==> config.mk <==
export PLATFORM = sky130hd
export DESIGN_NAME = bmp_stream_to_framebuffer_flat
export DESIGN_NICKNAME = d
export VERILOG_FILES = /design/src/rtl/core/bsf_pkg.sv /design/src/rtl/core/bsf_in_if.sv /design/src/rtl/core/bsf_out_if.sv /design/src/rtl/core/bsf_front.sv /design/src/rtl/core/bsf_queue.sv /design/src/rtl/core/bsf_back.sv /design/src/rtl/core/bmp_stream_to_framebuffer.sv /design/src/flat_wrapper.sv
export SDC_FILE = /design/constraint.sdc
export NUM_CORES = 1
export LEC_CHECK = 0
export ABC_AREA = 0
export BUFFER_PORTS_ARGS = -buffer_cell sky130_fd_sc_hd__clkbuf_2
export CORE_MARGIN = 1.5
export CORE_UTILIZATION = 60
export CTS_BUF_LIST = sky130_fd_sc_hd__clkbuf_8
export CTS_CLUSTER_SIZE = 20
export DETAILED_ROUTE_END_ITERATION = 8
export PLACE_DENSITY = 0.76
export SYNTH_ARGS = -nofsm -noshare
export SYNTH_HDL_FRONTEND = slang
export SYNTH_SLANG_ARGS = --single-unit
==> constraint.sdc <==
create_clock -name clk -period 6.8 [get_ports clk]
set_input_delay 0.68 -clock clk [delete_from_list [all_inputs] [get_ports clk]]
set_output_delay 0.68 -clock clk [all_outputs]
set_load 0.05 [all_outputs]
==> src/rtl/core/bsf_pkg.sv <==
// Shared types and constants for the BMP stream to framebuffer block.
// No dependencies; the front, queue, back, top level and testbench import this package.
package bsf_pkg;

    // Screen geometry defaults, handed to the top level as parameter defaults
    localparam int DEFAULT_SCREEN_WIDTH  = 800;
    localparam int DEFAULT_SCREEN_HEIGHT = 480;

    // Field widths
    localparam int BYTE_W     = 8;
    localparam int ADDR_W     = 19;
    localparam int COLOR_W    = 32;
    localparam int STATUS_W   = 2;
    localparam int ORIGIN_X_W = 10;
    localparam int ORIGIN_Y_W = 9;
    localparam int CFG_IDX_W  = 1;
    localparam int CFG_DATA_W = 10;

    // Register indexes
    localparam logic [CFG_IDX_W-1:0] CFG_ORIGIN_X = 1'd0;
    localparam logic [CFG_IDX_W-1:0] CFG_ORIGIN_Y = 1'd1;

    // Header layout
    localparam logic [7:0] SIG_B       = 8'h42;
    localparam logic [7:0] SIG_M       = 8'h4D;
    localparam logic [5:0] POS_SIG0    = 6'd0;
    localparam logic [5:0] POS_SIG1    = 6'd1;
    localparam logic [5:0] POS_WIDTH0  = 6'h12;
    localparam logic [5:0] POS_HEIGHT0 = 6'h16;
    localparam logic [5:0] POS_DEPTH0  = 6'h1C;
    localparam logic [5:0] HEADER_LAST = 6'd53;

    // Queue between front and back
    localparam int QUEUE_DEPTH = 4;
    localparam int QPTR_W      = $clog2(QUEUE_DEPTH);

    typedef enum logic [1:0] {
        ST_PIXEL     = 2'd0,
        ST_BAD_SIG   = 2'd1,
        ST_BAD_DEPTH = 2'd2
    } status_t;

    typedef enum logic [3:0] {
        PH_HEADER = 4'b0001,
        PH_PIXELS = 4'b0010,
        PH_PAD    = 4'b0100,
        PH_IDLE   = 4'b1000
    } phase_t;

    // One classified item from the parser: image column, top-down image row
    typedef struct packed {
        status_t     status;
        logic [31:0] column;
        logic [31:0] row;
        logic [31:0] color;
    } entry_t;

endpackage

==> src/rtl/core/bsf_in_if.sv <==
// Input channel of the BMP stream block: one file byte per item.
// Standalone; no package dependency.
interface bsf_in_if;
    logic       valid;
    logic       ready;
    logic [7:0] byte_value;
    logic       first_byte;

    modport source (output valid, output byte_value, output first_byte, input ready);
    modport sink   (input valid, input byte_value, input first_byte, output ready);
endinterface

==> src/rtl/core/bsf_out_if.sv <==
// Output channel of the BMP stream block: one framebuffer write or error per item.
// Standalone; no package dependency.
interface bsf_out_if;
    logic        valid;
    logic        ready;
    logic [18:0] fb_address;
    logic [31:0] pixel_color;
    logic [1:0]  status;

    modport source (output valid, output fb_address, output pixel_color, output status,
                    input ready);
    modport sink   (input valid, input fb_address, input pixel_color, input status,
                    output ready);
endinterface

==> src/rtl/core/bsf_front.sv <==
// Parser front end: walks the BMP header and pixel rows, one byte per item.
// Depends on bsf_pkg and bsf_in_if; pushes classified entries to bsf_queue.
module bsf_front
    import bsf_pkg::*;
(
    input  logic         clk,
    input  logic         rst_n,
    bsf_in_if.sink       in_ch,
    input  logic         queue_full,
    output logic         push,
    output entry_t       push_entry
);

    phase_t      phase_reg, phase_next;
    logic [5:0]  pos_reg, pos_next;
    logic [31:0] width_reg, width_next;
    logic [31:0] height_reg, height_next;
    logic [15:0] bpp_reg, bpp_next;
    logic [31:0] col_reg, col_next;
    logic [31:0] rows_left_reg, rows_left_next;
    logic [31:0] srow_reg, srow_next;
    logic        flip_reg, flip_next;
    logic [1:0]  idx_reg, idx_next;
    logic [31:0] acc_reg, acc_next;
    logic [1:0]  pad_left_reg, pad_left_next;

    phase_t      phase_cur;
    logic [5:0]  pos_cur;
    logic        take;
    logic [7:0]  b;
    logic [2:0]  nbytes;
    logic [1:0]  row_pad;
    logic [3:0]  row_bytes_lo;
    logic [31:0] lane;
    logic [31:0] color;
    logic        depth_ok;
    logic        sig_bad;
    logic [1:0]  pad_dec;

    assign in_ch.ready = !queue_full;
    assign take        = in_ch.valid && in_ch.ready;
    assign b           = in_ch.byte_value;

    // first_byte restarts the parser for this very byte
    assign phase_cur = in_ch.first_byte ? PH_HEADER : phase_reg;
    assign pos_cur   = in_ch.first_byte ? 6'd0 : pos_reg;

    assign nbytes       = {1'b0, bpp_reg[4:3]} | {bpp_reg[5], 2'b00};
    assign row_bytes_lo = nbytes[1:0] * width_reg[1:0];
    assign row_pad      = 2'd0 - row_bytes_lo[1:0];
    assign depth_ok     = (bpp_reg == 16'd8) || (bpp_reg == 16'd16) ||
                          (bpp_reg == 16'd24) || (bpp_reg == 16'd32);
    assign pad_dec      = pad_left_reg - 2'd1;

    always_comb
    begin
        case (idx_reg)
            2'd0:    lane = {24'd0, b};
            2'd1:    lane = {16'd0, b, 8'd0};
            2'd2:    lane = {8'd0, b, 16'd0};
            default: lane = {b, 24'd0};
        endcase
    end

    assign color = acc_reg | lane;

    always_comb
    begin
        phase_next     = phase_cur;
        pos_next       = pos_cur;
        width_next     = width_reg;
        height_next    = height_reg;
        bpp_next       = bpp_reg;
        col_next       = col_reg;
        rows_left_next = rows_left_reg;
        srow_next      = srow_reg;
        flip_next      = flip_reg;
        idx_next       = idx_reg;
        acc_next       = acc_reg;
        pad_left_next  = pad_left_reg;
        push           = 1'b0;
        push_entry     = '{status: ST_PIXEL, column: col_reg, row: srow_reg, color: color};
        sig_bad        = 1'b0;

        unique case (phase_cur)
            PH_HEADER:
            begin
                unique case (pos_cur)
                    POS_SIG0:
                    begin
                        acc_next    = {24'd0, b};
                        width_next  = '0;
                        height_next = '0;
                        bpp_next    = '0;
                    end
                    POS_SIG1:
                    begin
                        if (acc_reg != {24'd0, SIG_B} || b != SIG_M)
                        begin
                            sig_bad = 1'b1;
                        end
                        acc_next = '0;
                    end
                    POS_WIDTH0:           width_next[7:0]    = b;
                    POS_WIDTH0 + 6'd1:    width_next[15:8]   = b;
                    POS_WIDTH0 + 6'd2:    width_next[23:16]  = b;
                    POS_WIDTH0 + 6'd3:    width_next[31:24]  = b;
                    POS_HEIGHT0:          height_next[7:0]   = b;
                    POS_HEIGHT0 + 6'd1:   height_next[15:8]  = b;
                    POS_HEIGHT0 + 6'd2:   height_next[23:16] = b;
                    POS_HEIGHT0 + 6'd3:   height_next[31:24] = b;
                    POS_DEPTH0:           bpp_next[7:0]      = b;
                    POS_DEPTH0 + 6'd1:    bpp_next[15:8]     = b;
                    default: ;
                endcase

                if (sig_bad)
                begin
                    phase_next = PH_IDLE;
                    push       = 1'b1;
                    push_entry = '{status: ST_BAD_SIG, column: '0, row: '0, color: '0};
                end
                else if (pos_cur < HEADER_LAST)
                begin
                    pos_next = pos_cur + 6'd1;
                end
                else if (!depth_ok)
                begin
                    phase_next = PH_IDLE;
                    push       = 1'b1;
                    push_entry = '{status: ST_BAD_DEPTH, column: '0, row: '0, color: '0};
                end
                else if (width_reg[31] || width_reg == '0 || height_reg == '0)
                begin
                    phase_next = PH_IDLE;
                end
                else
                begin
                    phase_next     = PH_PIXELS;
                    col_next       = '0;
                    idx_next       = '0;
                    acc_next       = '0;
                    flip_next      = !height_reg[31];
                    rows_left_next = height_reg[31] ? 32'd0 - height_reg : height_reg;
                    // bottom-up files start at the last screen row of the image
                    srow_next      = height_reg[31] ? 32'd0 : height_reg - 32'd1;
                end
            end

            PH_PIXELS:
            begin
                if ({1'b0, idx_reg} + 3'd1 < nbytes)
                begin
                    idx_next = idx_reg + 2'd1;
                    acc_next = color;
                end
                else
                begin
                    idx_next = '0;
                    acc_next = '0;
                    push     = 1'b1;
                    if (col_reg + 32'd1 == width_reg)
                    begin
                        col_next = '0;
                        if (row_pad != 2'd0)
                        begin
                            pad_left_next = row_pad;
                            phase_next    = PH_PAD;
                        end
                        else if (rows_left_reg == 32'd1)
                        begin
                            phase_next = PH_IDLE;
                        end
                        else
                        begin
                            rows_left_next = rows_left_reg - 32'd1;
                            srow_next      = flip_reg ? srow_reg - 32'd1 : srow_reg + 32'd1;
                        end
                    end
                    else
                    begin
                        col_next = col_reg + 32'd1;
                    end
                end
            end

            PH_PAD:
            begin
                pad_left_next = pad_dec;
                if (pad_dec == 2'd0)
                begin
                    if (rows_left_reg == 32'd1)
                    begin
                        phase_next = PH_IDLE;
                    end
                    else
                    begin
                        phase_next     = PH_PIXELS;
                        rows_left_next = rows_left_reg - 32'd1;
                        srow_next      = flip_reg ? srow_reg - 32'd1 : srow_reg + 32'd1;
                    end
                end
            end

            PH_IDLE: ;

            default: ;
        endcase

        if (!take)
        begin
            push = 1'b0;
        end
    end

    always_ff @(posedge clk or negedge rst_n)
    begin
        if (!rst_n)
        begin
            phase_reg <= PH_HEADER;
            pos_reg   <= '0;
        end
        else if (take)
        begin
            phase_reg <= phase_next;
            pos_reg   <= pos_next;
        end
    end

    always_ff @(posedge clk)
    begin
        if (take)
        begin
            width_reg     <= width_next;
            height_reg    <= height_next;
            bpp_reg       <= bpp_next;
            col_reg       <= col_next;
            rows_left_reg <= rows_left_next;
            srow_reg      <= srow_next;
            flip_reg      <= flip_next;
            idx_reg       <= idx_next;
            acc_reg       <= acc_next;
            pad_left_reg  <= pad_left_next;
        end
    end

endmodule

==> src/rtl/core/bsf_queue.sv <==
// Small FIFO of classified entries between parser front and address back end.
// Depends on bsf_pkg for entry_t and the queue depth.
module bsf_queue
    import bsf_pkg::*;
(
    input  logic   clk,
    input  logic   rst_n,
    input  logic   push,
    input  entry_t push_entry,
    input  logic   pop,
    output logic   full,
    output logic   empty,
    output entry_t head
);

    entry_t            slots_reg [QUEUE_DEPTH];
    logic [QPTR_W:0]   wr_ptr_reg;
    logic [QPTR_W:0]   rd_ptr_reg;

    assign empty = (wr_ptr_reg == rd_ptr_reg);
    assign full  = (wr_ptr_reg[QPTR_W] != rd_ptr_reg[QPTR_W]) &&
                   (wr_ptr_reg[QPTR_W-1:0] == rd_ptr_reg[QPTR_W-1:0]);
    assign head  = slots_reg[rd_ptr_reg[QPTR_W-1:0]];

    always_ff @(posedge clk)
    begin
        if (push)
        begin
            slots_reg[wr_ptr_reg[QPTR_W-1:0]] <= push_entry;
        end
    end

    always_ff @(posedge clk or negedge rst_n)
    begin
        if (!rst_n)
        begin
            wr_ptr_reg <= '0;
            rd_ptr_reg <= '0;
        end
        else
        begin
            if (push)
            begin
                wr_ptr_reg <= wr_ptr_reg + 1'b1;
            end
            if (pop)
            begin
                rd_ptr_reg <= rd_ptr_reg + 1'b1;
            end
        end
    end

endmodule

==> src/rtl/core/bsf_back.sv <==
// Back end: places entries on screen, drops off-screen pixels, forms the address.
// Depends on bsf_pkg and bsf_out_if; drains bsf_queue.
module bsf_back
    import bsf_pkg::*;
#(
    parameter int SCREEN_WIDTH  = DEFAULT_SCREEN_WIDTH,
    parameter int SCREEN_HEIGHT = DEFAULT_SCREEN_HEIGHT
)
(
    input  logic                  clk,
    input  logic                  rst_n,
    input  logic [ORIGIN_X_W-1:0] origin_x,
    input  logic [ORIGIN_Y_W-1:0] origin_y,
    input  logic                  queue_empty,
    input  entry_t                head,
    output logic                  pop,
    bsf_out_if.source             out_ch
);

    localparam int SX_W   = (SCREEN_WIDTH > 1) ? $clog2(SCREEN_WIDTH) : 1;
    localparam int SY_W   = (SCREEN_HEIGHT > 1) ? $clog2(SCREEN_HEIGHT) : 1;
    localparam int FULL_W = SY_W + $clog2(SCREEN_WIDTH + 1) + 1;

    logic [32:0]        sx_sum;
    logic [32:0]        sy_sum;
    logic               is_pixel;
    logic               keep;
    logic               out_adv;
    logic               s1_adv;
    logic [FULL_W-1:0]  full_addr;

    logic               s1_valid_reg;
    status_t            s1_status_reg;
    logic [SX_W-1:0]    s1_sx_reg;
    logic [SY_W-1:0]    s1_sy_reg;
    logic [31:0]        s1_color_reg;

    logic               out_valid_reg;
    logic [ADDR_W-1:0]  out_addr_reg;
    logic [31:0]        out_color_reg;
    status_t            out_status_reg;

    assign sx_sum   = 33'(origin_x) + 33'(head.column);
    assign sy_sum   = 33'(origin_y) + 33'(head.row);
    assign is_pixel = (head.status == ST_PIXEL);
    assign keep     = !is_pixel ||
                      (sx_sum < 33'(SCREEN_WIDTH) && sy_sum < 33'(SCREEN_HEIGHT));

    assign out_adv = !out_valid_reg || out_ch.ready;
    assign s1_adv  = !s1_valid_reg || out_adv;
    assign pop     = !queue_empty && s1_adv;

    // sx and sy are zero for errors, so the address comes out zero too
    assign full_addr = FULL_W'(s1_sy_reg) * FULL_W'(SCREEN_WIDTH) + FULL_W'(s1_sx_reg);

    always_ff @(posedge clk or negedge rst_n)
    begin
        if (!rst_n)
        begin
            s1_valid_reg  <= 1'b0;
            out_valid_reg <= 1'b0;
        end
        else
        begin
            if (s1_adv)
            begin
                s1_valid_reg <= pop && keep;
            end
            if (out_adv)
            begin
                out_valid_reg <= s1_valid_reg;
            end
        end
    end

    always_ff @(posedge clk)
    begin
        if (s1_adv)
        begin
            s1_status_reg <= head.status;
            s1_sx_reg     <= is_pixel ? sx_sum[SX_W-1:0] : '0;
            s1_sy_reg     <= is_pixel ? sy_sum[SY_W-1:0] : '0;
            s1_color_reg  <= head.color;
        end
        if (out_adv)
        begin
            out_addr_reg   <= ADDR_W'(full_addr);
            out_color_reg  <= s1_color_reg;
            out_status_reg <= s1_status_reg;
        end
    end

    assign out_ch.valid       = out_valid_reg;
    assign out_ch.fb_address  = out_addr_reg;
    assign out_ch.pixel_color = out_color_reg;
    assign out_ch.status      = out_status_reg;

endmodule

==> src/rtl/core/bmp_stream_to_framebuffer.sv <==
// Top level of the BMP stream to framebuffer block: parser, queue, address unit.
// Depends on bsf_pkg, bsf_in_if, bsf_out_if, bsf_front, bsf_queue, bsf_back.

// Takes an uncompressed BMP file one byte per item on in_ch and gives framebuffer
// writes on out_ch (status 0), or a single error item for a bad 'BM' signature
// (status 1) or a depth other than 8/16/24/32 (status 2). Bytes flow at one item
// per cycle: the parser does one counter/field update per byte, so in_ch.ready
// stays high unless the four-entry queue fills because out_ch is stalled. A pixel
// write enters the queue at the edge that accepts its last byte, then passes a
// placement stage and an address stage with the row multiply before it is presented.
// Setting first_byte restarts parsing on that byte. Bottom-up images are flipped;
// negative heights are drawn top-down. Pixels landing outside SCREEN_WIDTH x
// SCREEN_HEIGHT are consumed silently. origin_x/origin_y are written through
// cfg_we/cfg_index/cfg_wdata; the user must write them only while idle, the block does not enforce it.
module bmp_stream_to_framebuffer
    import bsf_pkg::*;
#(
    parameter int SCREEN_WIDTH  = DEFAULT_SCREEN_WIDTH,
    parameter int SCREEN_HEIGHT = DEFAULT_SCREEN_HEIGHT
)
(
    input  logic                  clk,
    input  logic                  rst_n,
    bsf_in_if.sink                in_ch,
    bsf_out_if.source             out_ch,
    input  logic                  cfg_we,
    input  logic [CFG_IDX_W-1:0]  cfg_index,
    input  logic [CFG_DATA_W-1:0] cfg_wdata
);

    logic [ORIGIN_X_W-1:0] origin_x_reg;
    logic [ORIGIN_Y_W-1:0] origin_y_reg;

    logic   push;
    entry_t push_entry;
    logic   pop;
    logic   queue_full;
    logic   queue_empty;
    entry_t head;

    // image placement registers
    always_ff @(posedge clk or negedge rst_n)
    begin
        if (!rst_n)
        begin
            origin_x_reg <= '0;
            origin_y_reg <= '0;
        end
        else if (cfg_we)
        begin
            unique case (cfg_index)
                CFG_ORIGIN_X: origin_x_reg <= cfg_wdata[ORIGIN_X_W-1:0];
                CFG_ORIGIN_Y: origin_y_reg <= cfg_wdata[ORIGIN_Y_W-1:0];
                default: ;
            endcase
        end
    end

    // header walk, pixel assembly, row/column tracking
    bsf_front u_front (
        .clk        (clk),
        .rst_n      (rst_n),
        .in_ch      (in_ch),
        .queue_full (queue_full),
        .push       (push),
        .push_entry (push_entry)
    );

    // lets the parser run ahead while the output side is stalled
    bsf_queue u_queue (
        .clk        (clk),
        .rst_n      (rst_n),
        .push       (push),
        .push_entry (push_entry),
        .pop        (pop),
        .full       (queue_full),
        .empty      (queue_empty),
        .head       (head)
    );

    // screen placement, clipping, address multiply, output register
    bsf_back #(
        .SCREEN_WIDTH  (SCREEN_WIDTH),
        .SCREEN_HEIGHT (SCREEN_HEIGHT)
    ) u_back (
        .clk         (clk),
        .rst_n       (rst_n),
        .origin_x    (origin_x_reg),
        .origin_y    (origin_y_reg),
        .queue_empty (queue_empty),
        .head        (head),
        .pop         (pop),
        .out_ch      (out_ch)
    );

endmodule

==> src/flat_wrapper.sv <==
// flat-port wrapper written by rule: the top's interface ports become plain ports
module bmp_stream_to_framebuffer_flat import bsf_pkg::*;
#(
    parameter int SCREEN_WIDTH  = DEFAULT_SCREEN_WIDTH,
    parameter int SCREEN_HEIGHT = DEFAULT_SCREEN_HEIGHT
)
  (clk, rst_n, cfg_we, cfg_index, cfg_wdata, in_ch_valid, in_ch_byte_value, in_ch_first_byte, in_ch_ready, out_ch_valid, out_ch_fb_address, out_ch_pixel_color, out_ch_status, out_ch_ready);
  bsf_in_if in_ch_i ();
  bsf_out_if out_ch_i ();
  input  logic clk;
  input  logic rst_n;
  input  logic cfg_we;
  input  logic [CFG_IDX_W-1:0] cfg_index;
  input  logic [CFG_DATA_W-1:0] cfg_wdata;
  input wire logic [$bits(in_ch_i.valid)-1:0] in_ch_valid;
  input wire logic [$bits(in_ch_i.byte_value)-1:0] in_ch_byte_value;
  input wire logic [$bits(in_ch_i.first_byte)-1:0] in_ch_first_byte;
  output wire logic [$bits(in_ch_i.ready)-1:0] in_ch_ready;
  output wire logic [$bits(out_ch_i.valid)-1:0] out_ch_valid;
  output wire logic [$bits(out_ch_i.fb_address)-1:0] out_ch_fb_address;
  output wire logic [$bits(out_ch_i.pixel_color)-1:0] out_ch_pixel_color;
  output wire logic [$bits(out_ch_i.status)-1:0] out_ch_status;
  input wire logic [$bits(out_ch_i.ready)-1:0] out_ch_ready;
  assign in_ch_i.valid = in_ch_valid;
  assign in_ch_i.byte_value = in_ch_byte_value;
  assign in_ch_i.first_byte = in_ch_first_byte;
  assign in_ch_ready = in_ch_i.ready;
  assign out_ch_valid = out_ch_i.valid;
  assign out_ch_fb_address = out_ch_i.fb_address;
  assign out_ch_pixel_color = out_ch_i.pixel_color;
  assign out_ch_status = out_ch_i.status;
  assign out_ch_i.ready = out_ch_ready;
  bmp_stream_to_framebuffer #(.SCREEN_WIDTH(SCREEN_WIDTH), .SCREEN_HEIGHT(SCREEN_HEIGHT)) u_core (.clk(clk), .rst_n(rst_n), .in_ch(in_ch_i), .out_ch(out_ch_i), .cfg_we(cfg_we), .cfg_index(cfg_index), .cfg_wdata(cfg_wdata));
endmodule
# Word level (Yosys, flattened, before mapping)
# Memory sizes are Yosys's and may differ from the RTL's.
# Index checks and enable logic that the tools add are counted.
# word_totals
output_inout_bits,55
wordCells,244
mem_bits_rw,392
reg_bits,356
input_bits,25
memories,1
# memory_table
memory,words,width,read_ports,rd_clocked_by_memory_dff,wr,line_no,rtl
u_core.u_queue.slots_reg,4,98,1,0,1,bsf_queue.sv:16,entry_t slots_reg [QUEUE_DEPTH];
# classes
multipliers,2
reduce_logical,58
mux,89
order_cmp,4
addsub,16
bitwise,6
n_eq_ne,36
# ops
operator,count
32-bit two-way mux,32
98-bit two-way mux,4
32-bit case mux with 3 select lines,3
32-bit case mux with 2 select lines,3
8-bit case mux with 2 select lines,10
32-bit by 1-bit subtractor with 32-bit output (second input constant),3
32-bit by 1-bit adder with 32-bit output (second input constant),2
32-bit zero test,2
6-bit by 5-bit equality test with 1-bit output (second input constant),10
4-bit two-way mux,11
10-bit by 32-bit adder with 33-bit output,1
9-bit by 32-bit adder with 33-bit output,1
33-bit by 10-bit less-than comparator with 1-bit output (second input constant),1
33-bit by 9-bit less-than comparator with 1-bit output (second input constant),1
16-bit by 5-bit equality test with 1-bit output (second input constant),2
32-bit by 1-bit equality test with 1-bit output (second input constant),1
32-bit equality test,1
32-bit by 7-bit != test with 1-bit output (second input constant),1
32-bit OR,1
1-bit by 32-bit subtractor with 32-bit output (first input constant),1
3-bit AND reduction,10
2-bit nonzero test,13
6-bit two-way mux,4
19-bit by 10-bit adder with 19-bit output,1
other kinds (41),92

# Logic depth before layout (Yosys ltp)
# Gate-level depths: netlist of the first run.
# depth
ltp_word,11
mapped_depth,20
depth_no_buf,15

# By module
# A second synthesis of the first run with hierarchy kept.
# hier_totals
hier_cells,2813
area_unflattened_um2,37387.1
# modules_own_cells
mod,cells_per_inst,area_each_um2,n_inst,seq_area_each_um2
bsf_front,1638,15416.0,1,6647.6
bsf_queue,542,14587.7,1,11921.4
bsf_back,592,6625.1,1,3233.1
bmp_stream_to_framebuffer,41,758.2,1,475.5

# Worst setup path after synthesis of the first run
# No wires, ideal clock.
# synth_timing
kind,register to register
startpoint,reg u_core.u_front.col_reg[0]
endpoint,"reg u_core.u_front.rows_left_reg[0], enable pin"
setup_ps,452
stages_incl_launch_ff,13
n_path_buf,2
slack_ps,1137
arrival_ps,5211
t_required_ps,6348
synth_period_minus_slack_ps,5663
path_cell_list,edfxtp_1 ha_1 nand2_1 or3_1 buf_2 o31ai_2 nand3_1 or4_1 or4_4 nor4_4 or2_1 buf_4 nor4b_4
# synth_via
elab_chain_len,4
# synth_lines
element,line_no,rtl
from (decl),bsf_front.sv:19,"logic [31:0] col_reg, col_next;"
from (signal assigned),bsf_front.sv:237,col_reg <= col_next;
32-bit by 1-bit adder with 32-bit output,bsf_front.sv:162,if (col_reg + 32'd1 == width_reg)
32-bit equality test,bsf_front.sv:162,
2-bit != test (no line),n/a,
10-bit AND reduction (no line),n/a,
to (signal assigned),bsf_front.sv:238,rows_left_reg <= rows_left_next;
to (decl),bsf_front.sv:20,"logic [31:0] rows_left_reg, rows_left_next;"
# No other way between the ends.
# A chain may end at the register's enable or synchronous reset.

# Final worst setup path of the first run
# layout_timing
startpoint,reg u_core.u_front.col_reg[0]
endpoint,"reg u_core.u_front.srow_reg[16], enable pin"
# layout_via
elab_chain_len,4
# layout_lines
element,line_no,rtl
32-bit by 1-bit adder with 32-bit output,bsf_front.sv:162,
32-bit equality test,bsf_front.sv:162,
2-bit != test (no line),n/a,
10-bit AND reduction (no line),n/a,
to (signal assigned),bsf_front.sv:239,srow_reg <= srow_next;
to (decl),bsf_front.sv:21,"logic [31:0] srow_reg, srow_next;"
# No other way between the ends.

==> impl_metrics.toml, run 1 <==
[outcome]
outcome = "complete, no violations"

[pwr]
power.share.clock_pct = 21.5
switching_share_pct = 36.73
p_comb_share_pct = 35.6
pwr-share-seq_pct = 42.8
power.switching_uw = 6050
p_per_area_mw_per_mm2 = 416.6
vdd_drop_max_v = 0.0003706
p_leak_uw = 0.01447
p_int_uw = 10420

[sta]
min_period_over_period_pct = 76.21
slew_viol_final = 0
worst_pin_slew_ns = 1.271
finalSetupViolCount = 0
setup_ws_ns = 1.618
period_needed_ns = 5.182
clock.fmax_mhz = 193.0
fin_worst_skew_ns = 0.05486
rsz0062_at_grt = "no"
hold_violations = 0
maxSlewHeadroom_pct = 15.15
fin_setup_tns_ns = 0

[job]
cap_violations = 0

[drt]
ant_nets = 0
first_pass_iters = 8
drtIter0Drc = 1809
drt_wl_total_mm = 80.04
drc = 0
routed_via_density = 6.207
detail_route.wl_per_cell_um = 21.94
num_vias = 22640

[placement]
dp_cells = 3433
dp_slack_ns = 1.638
place_area_sq_mm = 0.03731
globalplace.congestion = 0.9218
io_buffers = 79
dp_hpwl_mm = 54.10

[floorplan]
start_util_pct = 60.95
dieArea_sq_mm = 0.06177
ioPinCount = 80
fp.dieH_um = 248.5
rows = 89
fp.dieW_um = 248.5
coreArea_sq_mm = 0.05935

[finish]
num-nets-final = 2917
largest_reg_flops = 392
syn_to_final_growth_pct = 9.298
drive_gt1_share_pct = 14.02
postLayoutCellArea_sq_mm = 0.03954
fin_cells = 3648

[logic_synthesis]
synth_edf_count = 711
synth_top_area_share_pct = 59.02
synth_cells = 2677
ys_ff_latch = 748
synth.most_common_cell = "edfxtp_1"
yosysTopAreaCell = "edfxtp_1"
syn_area_sq_mm = 0.03617
postSynthAreaPerCell_sq_um = 13.51
synthArstFlopShare_pct = 4.947
synthTopCellsByArea = "edfxtp_1, mux4_2, ha_1"
syn_nets = 2818
ys_top_cells_by_count = "edfxtp_1, nor2_1, nand2_1, a21oi_1, xor2_1"
synth_cell_types = 82
yosys_warnings = 0
yosys_most_used_dff = "edfxtp_1"
ys_seq_area_share_pct = 61.59

[cts]
tritoncts = "built"
cts_buffer_depth = 3
cts_resized = 0
cts_root_buf = "clkbuf_8"
htree_levels = 3
post_cts_buffers = 0
cts_buffers = 114
worstSkewPairLatency_ns = 0.76
clk_pin_slew_ns = 0.06
clock-sinks = 748
cts_hold_buf = 0

[worst_setup_path]
end_kind = "register"
cp_slowest_cell = "buf_4"
slowest_delay_ns = 0.70
crit_chain = "ha_1 -> nand2_1 -> or3_1 -> o31ai_2 -> nand3_1 -> or4_1 -> or4_4 -> nor4_4 -> or2_1 -> buf_4 -> nor4b_4 -> buf_4"
crit_top_cell = "buf_4"
crit_path_max_fanout = 64
cp.required_ns = 7.13
crit_type = "register to register"
worstSetupStartpointType = "register"
critPathArrivalTime_ns = 5.52

[global_route]
grt_max_degree = 76
antenna_found_initial = 1
grt_pass1_wl_mm = 124.4
first_global_vias = 22440
gr-total-overflow = 0
groute.usage.overall_pct = 25.76

[worst_hold_path]
hp-class = "input pin to asynchronous set/reset pin"
==> kinds of logic (layout without fill, tap and decap cells) <==
group | count (synthesis) | in the layout | share of synthesized area [%]
AO/OA/AOI/OAI | 398 | 398 | 6.866
XOR/XNOR | 213 | 213 | 5.545
adder cells (fa/ha/maj) | 116 | 116 | 4.178
buffers and inverters | 198 | 395 | 2.172
flip-flops | 748 | 748 | 61.59
multiplexers | 134 | 134 | 7.111
other | 0 | 1 | 0
AND/OR/NAND/NOR | 870 | 870 | 12.54
==> stage by stage <==
stage | hold WS, ns | utilization (%) | total power, uW
after global routing | 0.05702 | 66.61 | 17330
after floorplan | 0.3844 | - | 11380
final | 0.04775 | 66.61 | 16470
after global placement | 0.4005 | 62.85 | 12760
after CTS | 0.01324 | 66.60 | 16530
after detailed placement | 0.4045 | 62.85 | 12990
==> per-layer routing <==
layer  vias up  track usage (%)  part of all wire [%]
met5         -                0                     0
met4         0            9.658                   3.3
met3       179            3.433                   5.3
met2       847            43.14                    49
met1     11210            34.70                    42
li1      10400                -                     -
==> power groups by stage <==
stage | sequential, uW | clock, uW | combinational (uW)
after floorplan | 7330 | 0 | 4050
after global placement | 7080 | 0 | 5680
after detailed placement | 7140 | 0 | 5850
after CTS | 7050 | 3600 | 5890
after global routing | 7140 | 3790 | 6400
final | 7050 | 3550 | 5870
==> critical path, delay by kind of cell (launching register included) <==
family | cells | cell delay (ns)
simple gates | 8 | 2.66
fa+ha+maj | 1 | 0.27
buf+inv | 2 | 1.03
compound gates | 1 | 0.29
flops | 1 | 0.46
==> final cells by class <==
type	instances	area [sq um]
Antenna cell	1	2.502
Clock buffer	126	1734
Clock inverter	88	489.2
Fill cell	4075	19820
Inverter	80	300.3
Multi-Input combinational cell	1731	13150
Sequential cell	748	22290
Tap cell	773	967.2
Timing Repair Buffer	101	610.6
==> cell usage in the layout, fill, tap and decap left out, drive strengths merged, types with 24 or more instances in the layout <==
master	n
nor4	43
xor2	110
nand2	135
nand4	24
xnor2	93
nor3	67
nand3	54
clkbuf	205
edfxtp	711
o21ai	79
dfrtp	36
and3	89
clkinv	27
mux4	96
nor2	226
nor2b	27
ha	108
mux2	24
and2	92
inv	139
a21oi	133
o22ai	34
==> path summary, 6_finish.rpt <==
path / cells past startpoint / endpoint / start / slack (ns)
min reg2reg: 0 / u_core.u_back.out_ch.fb_address[3] / u_core.u_back.s1_sx_reg[3] / 0.42
max in group asynchronous: 2 / u_core.u_queue.rd_ptr_reg[0] / rst_n / 6.20
max: 12 / u_core.u_front.srow_reg[16] / u_core.u_front.col_reg[0] / 1.62
max reg2reg: 12 / u_core.u_front.srow_reg[16] / u_core.u_front.col_reg[0] / 1.62
min in group clk: 2 / u_core.origin_x_reg[9] / cfg_wdata[9] / 0.18
min: 2 / u_core.u_front.pos_reg[2] / rst_n / 0.05
No activity file was read; power rests on OpenSTA's default activity.
==> run 2: changes to the inputs <==
CORE_UTILIZATION = 59   (was 60)
PLACE_DENSITY = 0.78   (was 0.76)
clock period = 4.75 ns   (was 6.8 ns; I/O delays follow)
==> run 2 against run 1 <==
Net effect: count of clock-buffer cells in the layout increased by 3; sequential power is 43% higher; critical path depth fell by 1; largest power group unchanged; final area rose by 1.2%; power grew 46%; core utilization down 0.44 points; critical endpoint is now u_core.u_back.s1_valid_reg; highest routed layer unchanged; final cell count increased by 0.88%; clock power increased by 52%; worst hold slack got worse by 0.0058 ns; flip-flop and latch count stayed put; register-to-register slack worse by 1.0 ns.
==> impl_metrics.toml, run 2 (synthesized netlist as in run 1, its figures left out) <==
[finish]
regArea_sq_mm = 0.02229
fin_cells = 3680
drive_gt1_share_pct = 14.85
num-nets-final = 2943
syn_to_final_growth_pct = 10.62
layout_commonest_cell = "edfxtp_1"
multi_input_comb_area_sq_mm = 0.01319
fill_cells = 3999
largest_reg_flops = 392
layout_common_cells = "edfxtp_1, nor2_1, nand2_1"

[pwr]
p_leak_uw = 0.01462
vdd_drop_max_v = 0.0004864
p_int_uw = 15310
power.share.clock_pct = 22.5
p_per_area_mw_per_mm2 = 599.4
switching_share_pct = 36.15
p_comb_share_pct = 35.6
pwr-share-seq_pct = 41.9
power.switching_uw = 8670

[global_route]
use_met3_pct = 4.240
first_global_vias = 22850
grt_max_degree = 82
grt_use_met2_pct = 43.98
grt_pass1_wl_mm = 127.6
globalRouteMet1Util_pct = 34.91
antenna_found_initial = 2
groute.usage.overall_pct = 26.30
gr-total-overflow = 0
top_usage_layer = "met2"

[placement]
dp_cells = 3456
dp_slack_ns = 0.6504
io_buffers = 79
dp_hpwl_mm = 55.13
globalplace.congestion = 0.9460

[worst_setup_path]
crit_top_cell = "a21o_1"
slowest_delay_ns = 0.75
critPathArrivalTime_ns = 4.83
end_kind = "register"
r2r_start = "u_core.u_queue.rd_ptr_reg[0]"
cp-startpoint = "u_core.u_queue.rd_ptr_reg[0]"
crit_path_max_fanout = 26
worstSetupStartpointType = "register"
crit_chain = "mux4_2 -> ha_1 -> a21o_1 -> and4_1 -> o2111ai_1 -> and3_1 -> nor3_1 -> or3_1 -> a221oi_1 -> nor4bb_1 -> a21o_1"
r2r_slack_ns = 0.58
cp_slowest_cell = "dfrtp_4"
cp.required_ns = 5.42
path_buf_inv = 0
path_delay_family = "simple AND/OR/NAND/NOR gates"
crit_type = "register to register"

[sta]
hold_violations = 0
setup_ws_ns = 0.5847
slew_viol_final = 0
min_period_over_period_pct = 87.69
maxSlewHeadroom_pct = 15.99
period_needed_ns = 4.165
fin_worst_skew_ns = 0.03161
finalSetupViolCount = 0
worst_pin_slew_ns = 1.257
fin_setup_tns_ns = 0
holdWs_ns = 0.04193
clock.fmax_mhz = 240.1
rsz0062_at_grt = "no"

[drt]
drc = 0
ant_nets = 0
drtIter0Drc = 2245
detail_route.wl_per_cell_um = 22.33
num_vias = 22940
drt_wl_total_mm = 82.16
first_pass_iters = 5
routed_via_density = 6.233

[floorplan]
dieArea_sq_mm = 0.06281
rows = 90
coreArea_sq_mm = 0.06047
fp.dieH_um = 250.6
start_util_pct = 59.82
fp.dieW_um = 250.6
ioPinCount = 80

[cts]
cts_resized = 0
cts_buffer_depth = 3
clk_pin_slew_ns = 0.06
post_cts_buffers = 0
cts_hold_buf = 11
cts_root_buf = "clkbuf_8"
htree_levels = 3
clock-sinks = 748
tritoncts = "built"
worstSkewPairLatency_ns = 0.73
cts_buffers = 115

[worst_hold_path]
hp-class = "input pin to register"
hold_start = "out_ch_ready"

[outcome]
outcome = "complete, no violations"

[job]
cap_violations = 0
==> run 2: changes by cell type in the layout (fill, tap and decap cells not counted), moves of 6 or more <==
| cell | change |
|---|---|
| bufinv_16 | +6 |
| buf_12 | +6 |
| inv_1 | -19 |
| dlygate4sd3_1 | +11 |
| clkinv_1 | +8 |
| buf_4 | +8 |
==> run 2: area by class of cell <==
cell class                 count  area share, %
tap                          782          2.445
antenna                        2        0.01251
clock inverter                82          1.460
clock buffer                 129          4.437
sequential                   748          55.69
inverter                      80         0.7504
multi-input combinational   1731          32.95
timing repair buffer         126          2.251
==> run 2: tightest hold or removal path, cell delays in order <==
cell	delay, ns
clkbuf_2	0.09
nand2b_2	0.11
nand2b_1	0.05
==> run 2: power groups by stage <==
stage / Clock [uW] / Sequential (uW) / Combinational, uW
after floorplan: 0 / 10500 / 5830
after global placement: 0 / 10100 / 8160
after detailed placement: 0 / 10200 / 8420
after CTS: 5470 / 10000 / 8500
after global routing: 5730 / 10200 / 9320
final: 5390 / 10100 / 8540
==> run 2: stage by stage <==
stage | area (sq um) | total power (uW) | util, %
4_1_cts | 40010 | 24010 | 66.16
3_5_place_dp | 37540 | 18590 | 62.08
2_1_floorplan | 36250 | 16310 | -
6_report | 40010 | 23980 | 66.17
3_3_place_gp | 37540 | 18240 | 62.08
5_1_grt | 40010 | 25220 | 66.17
==> run 2: worst paths after layout <==
| check | cells after the start | to |
|---|---|---|
| max reg2reg | 11 | u_core.u_back.s1_valid_reg |
| min | 3 | u_core.u_back.out_ch.valid |
| max | 11 | u_core.u_back.s1_valid_reg |
| min reg2reg | 0 | u_core.u_back.out_ch.pixel_color[5] |
| max in group asynchronous | 3 | u_core.u_queue.rd_ptr_reg[0] |
| min in group asynchronous | 3 | u_core.u_front.pos_reg[5] |
==> run 2: metal layers <==
metal	wire length [um]	part of all wire (%)	vias up
met1	33480	41	11250
met5	0	0	-
met3	5498	6.7	205
li1	-	-	10450
met2	40370	49	1029
met4	2805	3.4	0
